## src/rtl/gtbs_ram.sv

```systemverilog
// gtbs_ram: generic simple dual-port ram, one write and one registered read per cycle
// no dependencies
module gtbs_ram #(
  parameter int WIDTH = 16,
  parameter int DEPTH = 255
) (
  input  logic                     clk,
  input  logic                     we,
  input  logic [$clog2(DEPTH)-1:0] waddr,
  input  logic [WIDTH-1:0]         wdata,
  input  logic [$clog2(DEPTH)-1:0] raddr,
  output logic [WIDTH-1:0]         rdata
);

  logic [WIDTH-1:0] mem [DEPTH];

  // write port and registered read port
  always_ff @(posedge clk) begin
    if (we) begin
      mem[waddr] <= wdata;
    end
    rdata <= mem[raddr];
  end

endmodule
```

## config.mk

```make
export PLATFORM = sky130hd
export DESIGN_NAME = gtbs_ram
export DESIGN_NICKNAME = d
export VERILOG_FILES = /design/src/rtl/gtbs_ram.sv
export SDC_FILE = /design/constraint.sdc
export NUM_CORES = 2
export LEC_CHECK = 0
export BUFFER_PORTS_ARGS = -buffer_cell sky130_fd_sc_hd__buf_2
export CAP_MARGIN = 10
export CORE_ASPECT_RATIO = 1.2
export CORE_UTILIZATION = 60
export CTS_CLUSTER_DIAMETER = 100
export DETAILED_ROUTE_END_ITERATION = 10
export GPL_TIMING_DRIVEN = 1
export MAX_ROUTING_LAYER = met4
export PLACE_DENSITY = 0.8
export SLEW_MARGIN = 20
export SYNTH_ARGS = -nofsm -noshare
export SYNTH_HDL_FRONTEND = slang
export SYNTH_SLANG_ARGS = --single-unit
```

## constraint.sdc

```tcl
create_clock -name clk -period 8.2 [get_ports clk]
set_input_delay 1.64 -clock clk [delete_from_list [all_inputs] [get_ports clk]]
set_output_delay 1.64 -clock clk [all_outputs]
set_load 0.03 [all_outputs]
```

==> results.cfg <==
[finish]
final.fill_count = 15800
register_area_um2 = 123000
postLayoutCellArea_um2 = 177000
multi_input_area_um2 = 33600
synthToLayoutAreaGrowth_pct = 10.7
final_nets = 8172
drive_above_1_share_pct = 20.7

[sta]
rsz0062_at_grt = no
fin_crit_sh_pct = 65.0
whs_ns = 1.02
skew_ns = 0.0477
finalMaxSlewViolations = 0
fmax_mhz = 188
hold_viol = 0
slew_headroom_pct = 13.8
fin_setup_tns_ns = 0
setup_violations = 0
fin_crit_ns = 5.33
worst_pin_slew_ns = 1.28

[yosys]
yosysWarnings = 0
synthCells = 7801
ys_types = 79
synth_commonest_cells = edfxtp_1 (4080), mux2i_1 (713), mux4_2 (666), nor2_1 (367), o221ai_1 (248)
synth-seq-cells = 4096
synthesis.nets = 7835
synth.avg_cell_area_um2 = 20.5
yosys.area.top_type_share_pct = 76.8
synth_edf_count = 4080
synthArstFlopShare_pct = 0
post-synth-top-count-cell = edfxtp_1
ys_seq_area_share_pct = 77.0
syn-cell-area_um2 = 160000
yosys_most_used_dff = edfxtp_1
ys_top_cells_by_area = edfxtp_1 (77%), mux4_2 (9.4%), mux2i_1 (4.5%), o221ai_1 (1.4%), nor2_1 (0.86%)
yosysTopAreaCell = edfxtp_1

[die]
dieArea_um2 = 268000
die_h_um = 567
start_util_pct = 60.3
io_pins = 50
rows = 207
core-area_um2 = 265000
die_x_um = 473

[route]
vias = 86500
firstDrtPassIters = 11
drt-total-wl_um = 458000
dr_wl_met3_um = 64200
antenna_left = 0
top_layer = met4
drt_iter0_drc = 15700
wl_per_cell_um = 38.1
vias_per_cell = 7.20
wl_met1_um = 142000
dr_wl_met2_um = 213000
route.detailed.drc = 2

[worst_setup_path]
startpoint_type = input pin
crit_path_frequent_cell = buf_4
critical_path_buf_inv_count = 4
crit_type = input pin to flip-flop
cp_cell_sequence = buf_8 > or2_4 > buf_4 > buf_4 > o221ai_1 > o22ai_1 > nor4_1 > nor3_1 > buf_4 > o32ai_1
cp_max_fo = 74
slowest_stage = or2_4
path_delay_family = simple AND/OR/NAND/NOR gates
required_ns = 8.98
end_kind = flip-flop
crit_start = raddr[1]
cp_slowest_stage_delay_ns = 0.88
arrival_ns = 6.11
rr_startpoint = mem[153][10]

[placement]
portBuffers = 49
placed_cell_area_um2 = 165000
hpwl_um = 260000
place_congestion = 0.953

[power]
power_switching_mw = 9.29
swShare_pct = 21.9
p_clk_share_pct = 40.1
pwr-share-seq_pct = 54.4
comb_power_share_pct = 5.5
ir_drop_mv = 0.162
leakagePower_nw = 56.4
power.density_nw_per_um2 = 241
p_int_mw = 33.2

[grt]
antenna_found_initial = 38
grt_max_degree = 196
grt_pass1_wl_um = 638000
grt_pass1_vias = 85200
grtUsageTotal_pct = 35.1
grt_remaining_overflow = 0

[cts]
htreeDepth = 5
clockBufferDepth = 4
clkTransAtPathRegs_ns = 0.07
cts-root-buf = clkbuf_16
clkLatencyLatePin_ns = 0.93
cts_tree = built
clkSinkCount = 4096
cts_hold_buffers = 0
cts_made_buffers = 368
post_cts_buffers = 0
ctsResizeCount = 0

[run_status]
status = finished with violations
violations = DRC

[min_path]
holdCritStartpoint = mem[254][4]
min_path_type = flip-flop to flip-flop

[run]
drv_cap = 0
## power groups by stage
| stage | Clock [mW] | Combinational (mW) | Sequential, mW |
|---|---|---|---|
| floorplan | 0 | 1.20 | 23.6 |
| global placement | 0 | 2.16 | 23.6 |
| detailed placement | 0 | 2.22 | 23.6 |
| CTS | 17.0 | 2.25 | 23.1 |
| global route | 17.7 | 2.36 | 23.1 |
| finish | 17.0 | 2.34 | 23.1 |
## layer usage
metal | global-route usage [%] | up-vias
met5 | - | -
met4 | 23.8 | 0
met3 | 8.96 | 1780
met2 | 52.1 | 8086
met1 | 42.5 | 43400
li1 | - | 33300
## cells by family (layout without fill, tap and decap cells)
| kind of cell | count (synthesis) | in the layout | share of synthesized area (%) |
|---|---|---|---|
| AO/OA/AOI/OAI | 935 | 935 | 4.12 |
| buffers and inverters | 490 | 1118 | 2.23 |
| flip-flops | 4096 | 4096 | 77.0 |
| multiplexers | 1414 | 1414 | 14.3 |
| other | 0 | 40 | 0 |
| AND/OR/NAND/NOR | 866 | 866 | 2.41 |
## tightest hold or removal path: cells and delay by family, from the launching register on
family          cells  cell delay [ns]
flops               1             0.36
simple gates        1             0.07
compound gates      5             0.53
## path summary, 6_finish.rpt
check / endpoint / cells past startpoint / slack [ns]
min: rdata[4] / 6 / 1.02
min reg2reg: rdata[4] / 6 / 1.02
max reg2reg: rdata[10] / 6 / 5.08
max: rdata[8] / 10 / 2.87
## state kept, by name (all words and copies together), names as in the netlist
name,count
mem,4080
rdata,16
## metrics by stage
step	std cells	utilization [%]	total power, mW	setup slack (ns)
6_report	12000	66.7	42.5	2.87
5_1_grt	12000	66.7	43.2	2.92
4_1_cts	12000	66.6	42.4	3.07
3_5_place_dp	11300	62.2	25.8	2.16
3_3_place_gp	11300	62.2	25.7	2.07
2_1_floorplan	7801	-	24.8	4.39
## layout by cell type, fill, tap and decap left out, types with 27 or more instances in the layout
| cell | instances |
|---|---|
| nor2_2 | 40 |
| bufinv_16 | 33 |
| buf_12 | 37 |
| nand3_1 | 76 |
| buf_4 | 360 |
| diode_2 | 40 |
| a21oi_1 | 191 |
| mux4_2 | 666 |
| nand2_1 | 200 |
| nand4_1 | 32 |
| nor3_1 | 78 |
| mux2i_1 | 713 |
| edfxtp_1 | 4080 |
| clkbuf_1 | 75 |
| a211oi_1 | 51 |
| o21ai_0 | 95 |
| o221ai_1 | 248 |
| o22ai_1 | 137 |
| a22oi_1 | 27 |
| buf_2 | 28 |
| clkinv_1 | 69 |
| a31oi_1 | 29 |
| nor2_1 | 311 |
| clkinv_2 | 71 |
| clkbuf_16 | 372 |
## cell type report
type	instances	share of cell area, %
sequential	4096	69.6
clock inverter	208	1.11
clock buffer	453	5.48
inverter	6	0.0198
timing repair buffer	451	2.26
tap	3553	2.52
antenna	40	0.0567
multi-input combinational	3215	19.0
Note: power is estimated with default switching activity, not from simulation.
